**config.mk**
```make
export PLATFORM = sky130hd
export DESIGN_NAME = voxel_cell_orienter
export DESIGN_NICKNAME = d
export VERILOG_FILES = /design/src/rtl/vco_pkg.sv /design/src/rtl/voxel_cell_orienter.sv /design/src/rtl/vco_turn.sv /design/src/rtl/vco_core.sv
export SDC_FILE = /design/constraint.sdc
export NUM_CORES = 1
export LEC_CHECK = 0
export ABC_AREA = 1
export BUFFER_PORTS_ARGS = -buffer_cell sky130_fd_sc_hd__buf_2
export CAP_MARGIN = 20
export CORE_MARGIN = 5
export CORE_UTILIZATION = 50
export CTS_BUF_LIST = sky130_fd_sc_hd__clkbuf_8 sky130_fd_sc_hd__clkbuf_16
export CTS_CLUSTER_DIAMETER = 150
export DETAILED_ROUTE_END_ITERATION = 7
export PLACE_DENSITY_LB_ADDON = 0.05
export SLEW_MARGIN = 20
export SYNTH_ARGS = -nofsm -noshare
export SYNTH_HDL_FRONTEND = slang
export SYNTH_SLANG_ARGS = --single-unit
```
**constraint.sdc**
```tcl
create_clock -name clk -period 5.2 [get_ports clk]
set_clock_uncertainty 0.15 [all_clocks]
set_input_delay 0.26 -clock clk [delete_from_list [all_inputs] [get_ports clk]]
set_output_delay 0.26 -clock clk [all_outputs]
set_load 0.005 [all_outputs]
```
**src/rtl/vco_pkg.sv**
```systemverilog
package vco_pkg;

    // Face code, face count and corner count.
    typedef logic [2:0] code_t;
    localparam int NumFaces   = 6;
    localparam int NumCorners = 8;

    // Face k sits in element k, so face 0 lands in the lowest bits when packed.
    typedef code_t [NumFaces-1:0]   faces_t;
    // Corner entry k sits in element k (bits 3k+2..3k when packed).
    typedef code_t [NumCorners-1:0] corner_map_t;

    typedef logic [2:0] cell_type_t;
    typedef logic [1:0] turns_t;
    typedef logic [1:0] extra_t;

    // Face slots.
    localparam int FACE_NEG_X = 0;
    localparam int FACE_POS_X = 1;
    localparam int FACE_NEG_Z = 2;
    localparam int FACE_POS_Z = 3;
    localparam int FACE_NEG_Y = 4;
    localparam int FACE_POS_Y = 5;

    // Face codes: none, full square, and the four oriented halves.
    localparam code_t FACE_NONE  = 3'd0;
    localparam code_t FACE_FULL  = 3'd1;
    localparam code_t HALF_FIRST = 3'd2;
    localparam code_t HALF_LAST  = 3'd5;

    typedef enum logic [1:0] {
        AXIS_X,
        AXIS_Y,
        AXIS_Z
    } axis_t;

    typedef struct packed {
        cell_type_t cell_type;
        turns_t     turns_x;
        turns_t     turns_y;
        turns_t     turns_z;
    } item_t;

    typedef struct packed {
        faces_t      faces;
        corner_map_t corners;
        extra_t      extra;
    } result_t;

    // Identity corner map, entry k = k (written from entry 7 down to entry 0).
    localparam corner_map_t CORNER_IDENTITY =
        {3'd7, 3'd6, 3'd5, 3'd4, 3'd3, 3'd2, 3'd1, 3'd0};

    // Source corner for each entry of one quarter turn (entry 7 first).
    localparam corner_map_t PERM_X = {3'd3, 3'd2, 3'd7, 3'd6, 3'd1, 3'd0, 3'd5, 3'd4};
    localparam corner_map_t PERM_Y = {3'd5, 3'd7, 3'd4, 3'd6, 3'd1, 3'd3, 3'd0, 3'd2};
    localparam corner_map_t PERM_Z = {3'd6, 3'd2, 3'd4, 3'd0, 3'd7, 3'd3, 3'd5, 3'd1};

    // Step a half-face code k places round the cycle of halves; other codes stay.
    function automatic code_t step_code(input code_t v, input logic [1:0] k);
        logic [1:0] pos;
        pos = 2'(v - HALF_FIRST) + k;
        if (v inside {[HALF_FIRST:HALF_LAST]})
            return HALF_FIRST + code_t'(pos);
        else
            return v;
    endfunction

endpackage

```
**src/rtl/voxel_cell_orienter.sv**
```systemverilog
// An accepted transaction goes through the input register and the result register.
// Throughput: one transaction per cycle unless the output stalls; the shape lookup
// and the three axis turns all sit in one combinational pass between those registers.
// Reset: rst_n is asynchronous and active low; it empties both register stages.
// The block holds no other state, so every result depends on its own transaction only.
module voxel_cell_orienter (
    input  logic        clk,
    input  logic        rst_n,

    input  logic        s_axis_tvalid,
    output logic        s_axis_tready,
    // cell_type [2:0], turns_x [4:3], turns_y [6:5], turns_z [8:7], zero [15:9]
    input  logic [15:0] s_axis_tdata,

    output logic        m_axis_tvalid,
    input  logic        m_axis_tready,
    // face_neg_x [2:0], face_pos_x [5:3], face_neg_z [8:6], face_pos_z [11:9],
    // face_neg_y [14:12], face_pos_y [17:15], corner_map [41:18],
    // extra_triangles [43:42], zero [47:44]
    output logic [47:0] m_axis_tdata
);

    // Stage one holds the accepted transaction; stage two holds the finished result.
    // Each stage may load whenever it is empty or its content moves on in the same
    // cycle, so a stalled output still lets a new transaction enter an empty stage one.
    logic             in_valid_reg, in_valid_next;
    vco_pkg::item_t   in_item_reg,  in_item_next;
    logic             out_valid_reg, out_valid_next;
    vco_pkg::result_t out_result_reg, out_result_next;

    logic             out_ready;
    logic             in_ready;
    vco_pkg::result_t core_result;

    assign out_ready = !out_valid_reg || m_axis_tready;
    assign in_ready  = !in_valid_reg || out_ready;

    assign s_axis_tready = in_ready;

    // All the table and turn logic lives in the core.
    vco_core u_core (
        .item   (in_item_reg),
        .result (core_result)
    );

    always_comb
    begin
        in_valid_next   = in_valid_reg;
        in_item_next    = in_item_reg;
        out_valid_next  = out_valid_reg;
        out_result_next = out_result_reg;

        if (in_ready)
        begin
            in_valid_next = s_axis_tvalid;
            in_item_next  = '{cell_type: s_axis_tdata[2:0],
                              turns_x:   s_axis_tdata[4:3],
                              turns_y:   s_axis_tdata[6:5],
                              turns_z:   s_axis_tdata[8:7]};
        end

        if (out_ready)
        begin
            out_valid_next  = in_valid_reg;
            out_result_next = core_result;
        end
    end

    // Control flops take the reset; the payload flops simply follow.
    always_ff @(posedge clk or negedge rst_n)
    begin
        if (!rst_n)
        begin
            in_valid_reg  <= 1'b0;
            out_valid_reg <= 1'b0;
        end
        else
        begin
            in_valid_reg  <= in_valid_next;
            out_valid_reg <= out_valid_next;
        end
    end

    always_ff @(posedge clk)
    begin
        in_item_reg    <= in_item_next;
        out_result_reg <= out_result_next;
    end

    assign m_axis_tvalid = out_valid_reg;
    assign m_axis_tdata  = {4'b0,
                            out_result_reg.extra,
                            out_result_reg.corners,
                            out_result_reg.faces};

`ifndef SYNTH
    // An accepted transaction always lands in stage one.
    a_accept_loads: assert property (@(posedge clk) disable iff (!rst_n)
        s_axis_tvalid && s_axis_tready |=> in_valid_reg)
        else $error("accepted transaction not held in the input stage");

    // A full input stage with room downstream becomes a result in the next cycle.
    a_stage_moves: assert property (@(posedge clk) disable iff (!rst_n)
        in_valid_reg && out_ready |=> m_axis_tvalid)
        else $error("input stage did not advance to the output");

    // Extra triangles only come from a shape that has faces of its own.
    a_extra_has_faces: assert property (@(posedge clk) disable iff (!rst_n)
        m_axis_tvalid && (m_axis_tdata[43:42] != 2'd0) |-> (m_axis_tdata[17:0] != 18'd0))
        else $error("extra triangles reported for an empty cell");
`endif

endmodule

```
**src/rtl/vco_turn.sv**
```systemverilog
module vco_turn (
    input  vco_pkg::axis_t       axis,
    input  vco_pkg::turns_t      turns,
    input  vco_pkg::faces_t      faces_in,
    input  vco_pkg::corner_map_t corners_in,
    output vco_pkg::faces_t      faces_out,
    output vco_pkg::corner_map_t corners_out
);

    vco_pkg::faces_t      f_step [4];
    vco_pkg::corner_map_t b_step [4];
    vco_pkg::corner_map_t perm;
    vco_pkg::corner_map_t b_sel;

    always_comb
    begin
        case (axis)
            vco_pkg::AXIS_X: perm = vco_pkg::PERM_X;
            vco_pkg::AXIS_Y: perm = vco_pkg::PERM_Y;
            vco_pkg::AXIS_Z: perm = vco_pkg::PERM_Z;
            default:         perm = vco_pkg::CORNER_IDENTITY;
        endcase
    end

    // Up to three chained quarter turns; the count picks one of the four.
    always_comb
    begin
        f_step[0] = faces_in;
        b_step[0] = corners_in;
        for (int s = 0; s < 3; s++)
        begin
            for (int i = 0; i < vco_pkg::NumCorners; i++)
                b_step[s+1][i] = b_step[s][perm[i]];
            f_step[s+1] = f_step[s];
            case (axis)
                vco_pkg::AXIS_X:
                begin
                    f_step[s+1][vco_pkg::FACE_NEG_Z] =
                        vco_pkg::step_code(f_step[s][vco_pkg::FACE_POS_Y], 2'd2);
                    f_step[s+1][vco_pkg::FACE_POS_Y] = f_step[s][vco_pkg::FACE_POS_Z];
                    f_step[s+1][vco_pkg::FACE_POS_Z] =
                        vco_pkg::step_code(f_step[s][vco_pkg::FACE_NEG_Y], 2'd3);
                    f_step[s+1][vco_pkg::FACE_NEG_Y] =
                        vco_pkg::step_code(f_step[s][vco_pkg::FACE_NEG_Z], 2'd3);
                    f_step[s+1][vco_pkg::FACE_POS_X] =
                        vco_pkg::step_code(f_step[s][vco_pkg::FACE_POS_X], 2'd1);
                    f_step[s+1][vco_pkg::FACE_NEG_X] =
                        vco_pkg::step_code(f_step[s][vco_pkg::FACE_NEG_X], 2'd3);
                end
                vco_pkg::AXIS_Y:
                begin
                    f_step[s+1][vco_pkg::FACE_NEG_X] = f_step[s][vco_pkg::FACE_NEG_Z];
                    f_step[s+1][vco_pkg::FACE_NEG_Z] = f_step[s][vco_pkg::FACE_POS_X];
                    f_step[s+1][vco_pkg::FACE_POS_X] = f_step[s][vco_pkg::FACE_POS_Z];
                    f_step[s+1][vco_pkg::FACE_POS_Z] = f_step[s][vco_pkg::FACE_NEG_X];
                    f_step[s+1][vco_pkg::FACE_POS_Y] =
                        vco_pkg::step_code(f_step[s][vco_pkg::FACE_POS_Y], 2'd3);
                    f_step[s+1][vco_pkg::FACE_NEG_Y] =
                        vco_pkg::step_code(f_step[s][vco_pkg::FACE_NEG_Y], 2'd1);
                end
                vco_pkg::AXIS_Z:
                begin
                    f_step[s+1][vco_pkg::FACE_NEG_X] = f_step[s][vco_pkg::FACE_NEG_Y];
                    f_step[s+1][vco_pkg::FACE_NEG_Y] =
                        vco_pkg::step_code(f_step[s][vco_pkg::FACE_POS_X], 2'd2);
                    f_step[s+1][vco_pkg::FACE_POS_X] =
                        vco_pkg::step_code(f_step[s][vco_pkg::FACE_POS_Y], 2'd1);
                    f_step[s+1][vco_pkg::FACE_POS_Y] =
                        vco_pkg::step_code(f_step[s][vco_pkg::FACE_NEG_X], 2'd1);
                    f_step[s+1][vco_pkg::FACE_POS_Z] =
                        vco_pkg::step_code(f_step[s][vco_pkg::FACE_POS_Z], 2'd1);
                    f_step[s+1][vco_pkg::FACE_NEG_Z] =
                        vco_pkg::step_code(f_step[s][vco_pkg::FACE_NEG_Z], 2'd3);
                end
                default:
                begin
                    f_step[s+1] = f_step[s];
                end
            endcase
        end
    end

    assign faces_out = f_step[turns];
    assign b_sel     = b_step[turns];

    // The stored map is the inverse of the permuted corner order.
    always_comb
    begin
        for (int j = 0; j < vco_pkg::NumCorners; j++)
        begin
            corners_out[j] = '0;
            for (int i = 0; i < vco_pkg::NumCorners; i++)
            begin
                if (b_sel[i] == 3'(j))
                    corners_out[j] = 3'(i);
            end
        end
    end

endmodule

```
**src/rtl/vco_core.sv**
```systemverilog
module vco_core (
    input  vco_pkg::item_t   item,
    output vco_pkg::result_t result
);

    localparam vco_pkg::cell_type_t SHAPE_FIRST = 3'd1;
    localparam vco_pkg::cell_type_t SHAPE_LAST  = 3'd6;

    // Base faces per shape type, face 5 written first.
    localparam vco_pkg::faces_t SHAPE_FACES [6] = '{
        {3'd1, 3'd1, 3'd1, 3'd1, 3'd1, 3'd1},
        {3'd0, 3'd1, 3'd0, 3'd1, 3'd5, 3'd2},
        {3'd0, 3'd3, 3'd0, 3'd5, 3'd0, 3'd2},
        {3'd0, 3'd1, 3'd0, 3'd5, 3'd0, 3'd2},
        {3'd3, 3'd1, 3'd2, 3'd1, 3'd5, 3'd1},
        {3'd3, 3'd5, 3'd2, 3'd3, 3'd5, 3'd4}
    };
    localparam vco_pkg::extra_t SHAPE_EXTRA [6] = '{2'd0, 2'd2, 2'd1, 2'd2, 2'd1, 2'd2};

    vco_pkg::cell_type_t  row;
    vco_pkg::faces_t      base_faces;
    vco_pkg::extra_t      base_extra;
    vco_pkg::faces_t      faces_x, faces_y, faces_z;
    vco_pkg::corner_map_t corners_x, corners_y, corners_z;

    assign row = item.cell_type - SHAPE_FIRST;

    // Shape types outside the table give no faces and no extra triangles.
    always_comb
    begin
        if (item.cell_type inside {[SHAPE_FIRST:SHAPE_LAST]})
        begin
            base_faces = SHAPE_FACES[row];
            base_extra = SHAPE_EXTRA[row];
        end
        else
        begin
            base_faces = {vco_pkg::NumFaces{vco_pkg::FACE_NONE}};
            base_extra = '0;
        end
    end

    vco_turn u_turn_x (
        .axis        (vco_pkg::AXIS_X),
        .turns       (item.turns_x),
        .faces_in    (base_faces),
        .corners_in  (vco_pkg::CORNER_IDENTITY),
        .faces_out   (faces_x),
        .corners_out (corners_x)
    );

    vco_turn u_turn_y (
        .axis        (vco_pkg::AXIS_Y),
        .turns       (item.turns_y),
        .faces_in    (faces_x),
        .corners_in  (corners_x),
        .faces_out   (faces_y),
        .corners_out (corners_y)
    );

    vco_turn u_turn_z (
        .axis        (vco_pkg::AXIS_Z),
        .turns       (item.turns_z),
        .faces_in    (faces_y),
        .corners_in  (corners_y),
        .faces_out   (faces_z),
        .corners_out (corners_z)
    );

    assign result.faces   = faces_z;
    assign result.corners = corners_z;
    assign result.extra   = base_extra;

endmodule
```
**Word-level counts from Yosys, hierarchy flattened**

Memory sizes are Yosys's and may differ from the RTL's. A register that Yosys moved wholly into a read port is not among the register bits.
Index checks and enable logic that the tools add are counted.

- $add $sub $neg: 109
- Magnitude comparators: 78
- Equal/unequal tests: 147
- Muxes and demuxes: 217
- Bitwise logic cells: 4
- Reductions and logical operators: 79

Operator list:

| operator | count |
|---|---|
| 3-bit two-way mux | 148 |
| 3-bit == test, second input constant | 84 |
| 18-bit two-way mux | 9 |
| 24-bit binary-select mux with 2-bit select | 3 |
| 24-bit two-way mux | 6 |
| 3-bit by 2-bit == test with 1-bit output, second input constant | 42 |
| 3-bit less-or-equal comparator, second input constant | 37 |
| 2-bit by 2-bit adder with 3-bit output, first input constant | 36 |
| 18-bit binary-select mux with 2-bit select | 3 |
| 3-bit by 2-bit >= comparator with 1-bit output, second input constant | 36 |
| 2-bit subtractor, second input constant | 36 |
| 3-bit by 1-bit == test with 1-bit output, second input constant | 21 |
| 3-bit logical NOT | 21 |
| 2-bit adder, second input constant | 21 |
| 1-bit logical AND | 37 |
| 1-bit two-way mux | 32 |
| 2-bit two-way mux | 16 |
| 4-bit OR reduction | 8 |
| 2-bit by 1-bit adder with 2-bit output, second input constant | 15 |
| 2-bit OR reduction | 8 |
| 3-bit >= comparator, second input constant | 3 |
| 2-bit NOT with 3-bit output | 3 |
| 4-bit >= comparator, second input constant | 1 |
| 3-bit NOT with 4-bit output | 1 |
| 4 further kinds | 7 |

- Bits in registers: 53
- ROM bits: 160
- Input bits: 20
- Output and inout port bits: 50
- Logic and storage cells: 672
- Memories: 2

Memory list:

| name | depth | width | rd ports | clocked after Yosys merged registers in | write ports | RTL line | text |
|---|---|---|---|---|---|---|---|
| (name not given) | 8 | 18 | 1 | 0 | 0 | vco_core.sv:33 | `base_faces = SHAPE_FACES[row];` |
| (name not given) | 8 | 2 | 1 | 1 | 0 | vco_core.sv:34 | `base_extra = SHAPE_EXTRA[row];` |

**Logic depth before layout (Yosys ltp)**

- Word-level depth: 51
- Mapped depth: 27
- Depth with buffers taken out: 26

**Cells and area by module**

A second synthesis with hierarchy kept.

- Cells, all modules: 5040
- Area, all modules: 24313.3 um^2

Modules (own cells, without submodules):

| module | times used | cells an instance | area an instance (um^2) | sequential area each (um^2) |
|---|---|---|---|---|
| vco_turn at u_core.u_turn_z | 1 | 1647 | 7554.7 | 0.0 |
| vco_turn at u_core.u_turn_y | 1 | 1627 | 7439.6 | 0.0 |
| vco_turn at u_core.u_turn_x | 1 | 1653 | 7338.3 | 0.0 |
| voxel_cell_orienter | 1 | 67 | 1707.9 | 1641.6 |
| vco_core | 1 | 46 | 272.8 | 0.0 |

**Least setup slack after synthesis**

Ideal clock, no wire load.

- Path type: register to register
- Start: register in_item_reg[4] in the netlist's numbering
- End: register out_result_reg (netlist bit m_axis_tdata[18]), data pin
- Library setup time: 256 ps
- Arrival: 2763 ps
- Required time: 4794 ps
- Setup slack: 2031 ps
- Stages on the path, launching flop included: 20
- Buffers on the path: 3
- Period minus slack after synthesis: 3169 ps
- Cells stage by stage: edfxtp_1 > buf_2 > inv_1 > clkbuf_1 > ha_1 > buf_6 > inv_2 > nand2_2 > o21ai_2 > inv_1 > nand2_1 > nand2_1 > nor3_1 > a21oi_2 > o21ai_1 > nand3_1 > nand2_1 > nor2_1 > nand2_1 > nand2_1

- Word-level cells in the longest chain between the ends: 33
- Elaborated cells on any way between the ends: 247
- Classes of those cells: eq/ne (98); mux (127); bitwise (1); reduce/logical (21)

RTL lines:

| what | RTL line | text |
|---|---|---|
| start, declared | voxel_cell_orienter.sv:27 | `vco_pkg::item_t in_item_reg, in_item_next;` |
| start signal, assigned | voxel_cell_orienter.sv:86 | `in_item_reg <= in_item_next;` |
| 2-bit NOT with 3-bit output (implied by the code) * | vco_turn.sv:84 | `assign b_sel = b_step[turns];` |
| 24-bit binary-select mux with 2-bit select * | vco_turn.sv:84 |  |
| 24-bit two-way mux (implied by the code) * (2 in a row) | vco_turn.sv:84 |  |
| 3-bit by 2-bit == test with 1-bit output, or another cell as far along | vco_turn.sv:94 | `if (b_sel[i] == 3'(j))` |
| 1-bit two-way mux | vco_turn.sv:94 |  |
| 3-bit two-way mux (6 in a row) | vco_turn.sv:94 |  |
| 24-bit binary-select mux with 2-bit select * | vco_turn.sv:84 |  |
| 24-bit two-way mux (implied by the code) * (2 in a row) | vco_turn.sv:84 |  |
| (+2 left out) | n/a |  |
| 3-bit two-way mux (6 in a row) | vco_turn.sv:94 |  |
| 24-bit binary-select mux with 2-bit select * | vco_turn.sv:84 |  |
| 24-bit two-way mux (implied by the code) * (2 in a row) | vco_turn.sv:84 |  |
| 3-bit logical NOT | vco_turn.sv:94 |  |
| 1-bit two-way mux | vco_turn.sv:94 |  |
| 3-bit two-way mux (2 in a row) | vco_turn.sv:94 |  |
| 2-bit two-way mux (2 in a row) | vco_turn.sv:94 |  |
| 1-bit two-way mux | vco_turn.sv:94 |  |
| end signal, assigned | voxel_cell_orienter.sv:87 | `out_result_reg <= out_result_next;` |
| end, declared | voxel_cell_orienter.sv:29 | `vco_pkg::result_t out_result_reg, out_result_next;` |

Every way passes the cells marked *; elsewhere a longest branch is shown, timed or not. The select of a mux whose other input is x is not followed.
A chain may end at the register's enable or synchronous reset.

**Worst setup path after layout**

- Start: register in_item_reg[5] in the netlist's numbering
- End: register out_result_reg (netlist bit m_axis_tdata[30]), data pin

- Word-level cells in the longest chain between the ends: 33
- Elaborated cells on any way between the ends: 247
- Classes of those cells: eq/ne (105); mux (127); bitwise (1); reduce/logical (14)

RTL lines:

| what | RTL line |
|---|---|
| 2-bit NOT with 3-bit output (implied by the code) * | vco_turn.sv:84 |
| 24-bit binary-select mux with 2-bit select * | vco_turn.sv:84 |
| 24-bit two-way mux (implied by the code) * (2 in a row) | vco_turn.sv:84 |
| 3-bit by 2-bit == test with 1-bit output, or another cell as far along | vco_turn.sv:94 |
| 1-bit two-way mux | vco_turn.sv:94 |
| 3-bit two-way mux (6 in a row) | vco_turn.sv:94 |
| 24-bit binary-select mux with 2-bit select * | vco_turn.sv:84 |
| 24-bit two-way mux (implied by the code) * (2 in a row) | vco_turn.sv:84 |
| (+2 left out) | n/a |
| 3-bit two-way mux (6 in a row) | vco_turn.sv:94 |
| 24-bit binary-select mux with 2-bit select * | vco_turn.sv:84 |
| 24-bit two-way mux (implied by the code) * (2 in a row) | vco_turn.sv:84 |
| 3-bit == test | vco_turn.sv:94 |
| 1-bit two-way mux | vco_turn.sv:94 |
| 3-bit two-way mux (2 in a row) | vco_turn.sv:94 |
| 2-bit two-way mux (2 in a row) | vco_turn.sv:94 |
| 1-bit two-way mux | vco_turn.sv:94 |

Marks and branches as above.

==> results.toml <==
[detailed_routing]
dr.pass1.iters = 5
routed-via-count = 6036
remaining_drc_errors = 0
drtAntennaViolNets = 0
wire_per_inst_microns = 14.12
routed_via_density = 5.522
drt_iter0_drc = 490
totalWireLength_microns = 15430

[synth]
synthCells = 910
synth-edff-count = 53
postSynthRegisterBits = 55
synth_top_area_share_pct = 28.05
synthArstFlopShare_pct = 3.636
yosys.area.top_type = "sky130_fd_sc_hd__edfxtp_1"
post_synth_num_cell_types = 43
seq_area_frac_synth_pct = 28.94
ys.flop_type = "sky130_fd_sc_hd__edfxtp_1"
yosys-top-cells-area = "sky130_fd_sc_hd__edfxtp_1, sky130_fd_sc_hd__nand2_1, sky130_fd_sc_hd__nand3_1"
syn-cell-area_sq_um = 5673
yosysWarningCount = 0
syn-mean-instance-area_sq_um = 6.234

[place]
port_buffers = 58
numPlacedInstances = 1074
hpwlAfterDp_microns = 11980
gp_congestion = 0.9992

[global_route]
grt_use_total_pct = 23.22
first_pass_grt_wire_length_microns = 25670
antenna_found_initial = 0
overflow = 0
via_count_of_the_first_global_routing_pass = 5377
grt_max_degree = 48

[cells_and_area]
final_net_count = 986
post_route_cells_drive_above_1_share_pct = 13.96
antenna-diode-count = 0
fin_util_pct = 56.84
largest_register_ffs = 44
areaGrowthSynthToFinish_pct = 10.04
post_route_insts_no_fill = 1093

[clock_network]
clock_tree.buffer_depth = 2
numClockSinks = 55
clk_latency_ns = 0.30
cts_root_buf = "sky130_fd_sc_hd__clkbuf_16"
clk_transition_reported_paths_ns = 0.08
post_cts_setup_bufs = 0
tritoncts_clock_tree = "done"
h-tree-depth = 2
numCtsBuffers = 5

[die]
core.rowCount = 38
die_area_sq_um = 13580
die-width_microns = 116.5
floorplan.io_pins = 70
die-height_microns = 116.5
total_core_area_sq_um = 10980
initial_utilization_pct = 51.65

[setup_path]
path_class = "reg2reg"
worstReg2RegEnd = "m_axis_tdata[30]"
startpoint_type = "flip-flop"
timing.critical_path.fanout_max = 23
worstReg2RegStart = "in_item_reg[5]"
timing.critical_path.required_ns = 5.10
setup.worst_path.end_class = "flip-flop"
cp.arrival_ns = 3.82
setup.reg_to_reg.worst_slack_ns = 1.28
timing.reg2reg.worst_path_depth = 17

[timing]
finalSetupViolations = 0
timing_worst_slew_pin_value_ns = 1.039
timing.max_slew.rel_slack_pct = 30.48
achievable-frequency_mhz = 255.4
period_share_pct = 75.29
tns_ns = 0
worst_hold_slack_ns = 0.1162
hold_viol = 0
rsz0062_at_grt = "false"
layout_min_cycle_time_ns = 3.915
finalMaxSlewViolations = 0

[pwr]
vdd_drop_max_v = 0.0001850
power.density_cell_area_nw_per_um2 = 345.0
p_leak_uw = 0.003184

[run]
max-cap-violations = 0

[outcome]
status = "finished clean"

[hold_path]
timing.hold.worst.class = "in2async"
[power breakdown]
group          leakage [uW]  switching (uW)  total (uW)  internal, uW
sequential         0.000562            41.5         674           632
combinational       0.00254             725        1080           356
clock             0.0000804             169         399           230
total               0.00318             936        2150          1220
[per-stage QoR]
step / cell area [sq um] / total power (uW) / worst slack, ns
after floorplan: 5684 / 1452 / 2.031
after global placement: 5961 / 1723 / 1.423
after detailed placement: 5961 / 1745 / 1.310
after CTS: 6242 / 2151 / 1.309
after global routing: 6242 / 2327 / 1.001
final: 6242 / 2154 / 1.285
[metal layers]
layer	vias up	global-route usage (%)	part of all wire, %
li1	3089	-	-
met1	2718	34.23	48
met2	215	37.26	45
met3	14	2.124	6.0
met4	0	4.795	1.4
met5	-	0	0
[cells in the final DEF, fill, tap and decap left out, drive strengths merged, types with 2 or more instances in the layout]
master | synthesis | routed
a21oi | 17 | 17
a31oi | 3 | 3
buf | 32 | 62
clkbuf | 9 | 5
conb | 1 | 4
dfrtp | 2 | 2
dlygate4sd3 | 0 | 11
edfxtp | 53 | 53
ha | 14 | 14
inv | 92 | 93
nand2 | 336 | 336
nand3 | 165 | 165
nand4 | 16 | 16
nor2 | 79 | 79
nor3 | 4 | 4
o2111ai | 4 | 4
o211ai | 4 | 4
o21a | 2 | 2
o21ai | 64 | 64
o21bai | 2 | 2
or2 | 4 | 4
[how the worst max path moves through the flow]
stage | endpoint | startpoint | cells past startpoint | slack (ns)
6_report | m_axis_tdata[30] | in_item_reg[5] | 17 | 1.28
5_1_grt | m_axis_tdata[18] | in_item_reg[5] | 17 | 1.00
4_1_cts | m_axis_tdata[18] | in_item_reg[5] | 17 | 1.31
3_5_place_dp | m_axis_tdata[18] | in_item_reg[5] | 17 | 1.31
3_3_place_gp | m_axis_tdata[18] | in_item_reg[5] | 17 | 1.42
2_1_floorplan | m_axis_tdata[18] | in_item_reg[4] | 19 | 2.03
[what timing repair did]
item                       4_1_cts  5_1_grt
resized for setup                0        0
setup endpoints to repair        0        0
hold buffers                    11        0
hold endpoints to repair        12        0
[kinds of logic (layout without fill, tap and decap cells)]
| logic type | Yosys count | in the layout | share of synthesized area, % |
|---|---|---|---|
| AO/OA/AOI/OAI | 98 | 98 | 11.36 |
| XOR/XNOR | 1 | 1 | 0.1544 |
| adder cells (fa/ha/maj) | 14 | 14 | 3.088 |
| buffers and inverters | 134 | 174 | 10.23 |
| flip-flops | 55 | 55 | 28.94 |
| other | 1 | 4 | 0.06610 |
| AND/OR/NAND/NOR | 607 | 607 | 46.16 |
[critical path: stages, from the launching register on]
cell,delay (ns)
sky130_fd_sc_hd__edfxtp_1,0.87
sky130_fd_sc_hd__inv_1,0.15
sky130_fd_sc_hd__buf_4,0.26
sky130_fd_sc_hd__ha_1,0.21
sky130_fd_sc_hd__nor2_1,0.22
sky130_fd_sc_hd__inv_1,0.11
sky130_fd_sc_hd__a21oi_2,0.37
sky130_fd_sc_hd__inv_1,0.16
sky130_fd_sc_hd__nand2_1,0.09
sky130_fd_sc_hd__o2111ai_1,0.19
sky130_fd_sc_hd__o21ai_1,0.22
sky130_fd_sc_hd__nand2_1,0.07
sky130_fd_sc_hd__nand2_1,0.16
sky130_fd_sc_hd__nand2_1,0.10
sky130_fd_sc_hd__nor2_1,0.15
sky130_fd_sc_hd__nor2_1,0.08
sky130_fd_sc_hd__nand2_1,0.06
sky130_fd_sc_hd__nand2_1,0.05
[Yosys cell counts (all sizes together) (2+ instances only)]
cell type / n
a21oi: 17
a31oi: 3
buf: 32
clkbuf: 9
dfrtp: 2
edfxtp: 53
ha: 14
inv: 92
nand2: 336
nand3: 165
nand4: 16
nor2: 79
nor3: 4
o2111ai: 4
o211ai: 4
o21a: 2
o21ai: 64
o21bai: 2
or2: 4
[cell type report]
cell class | count | area (sq um)
Fill cell | 1092 | 4741
Multi-Input combinational cell | 724 | 3465
Sequential cell | 55 | 1642
Timing Repair Buffer | 73 | 430.4
Inverter | 93 | 359.1
Tap cell | 140 | 175.2
Clock buffer | 5 | 125.1
Clock inverter | 3 | 46.29
Power figures use the tool's default switching activity.
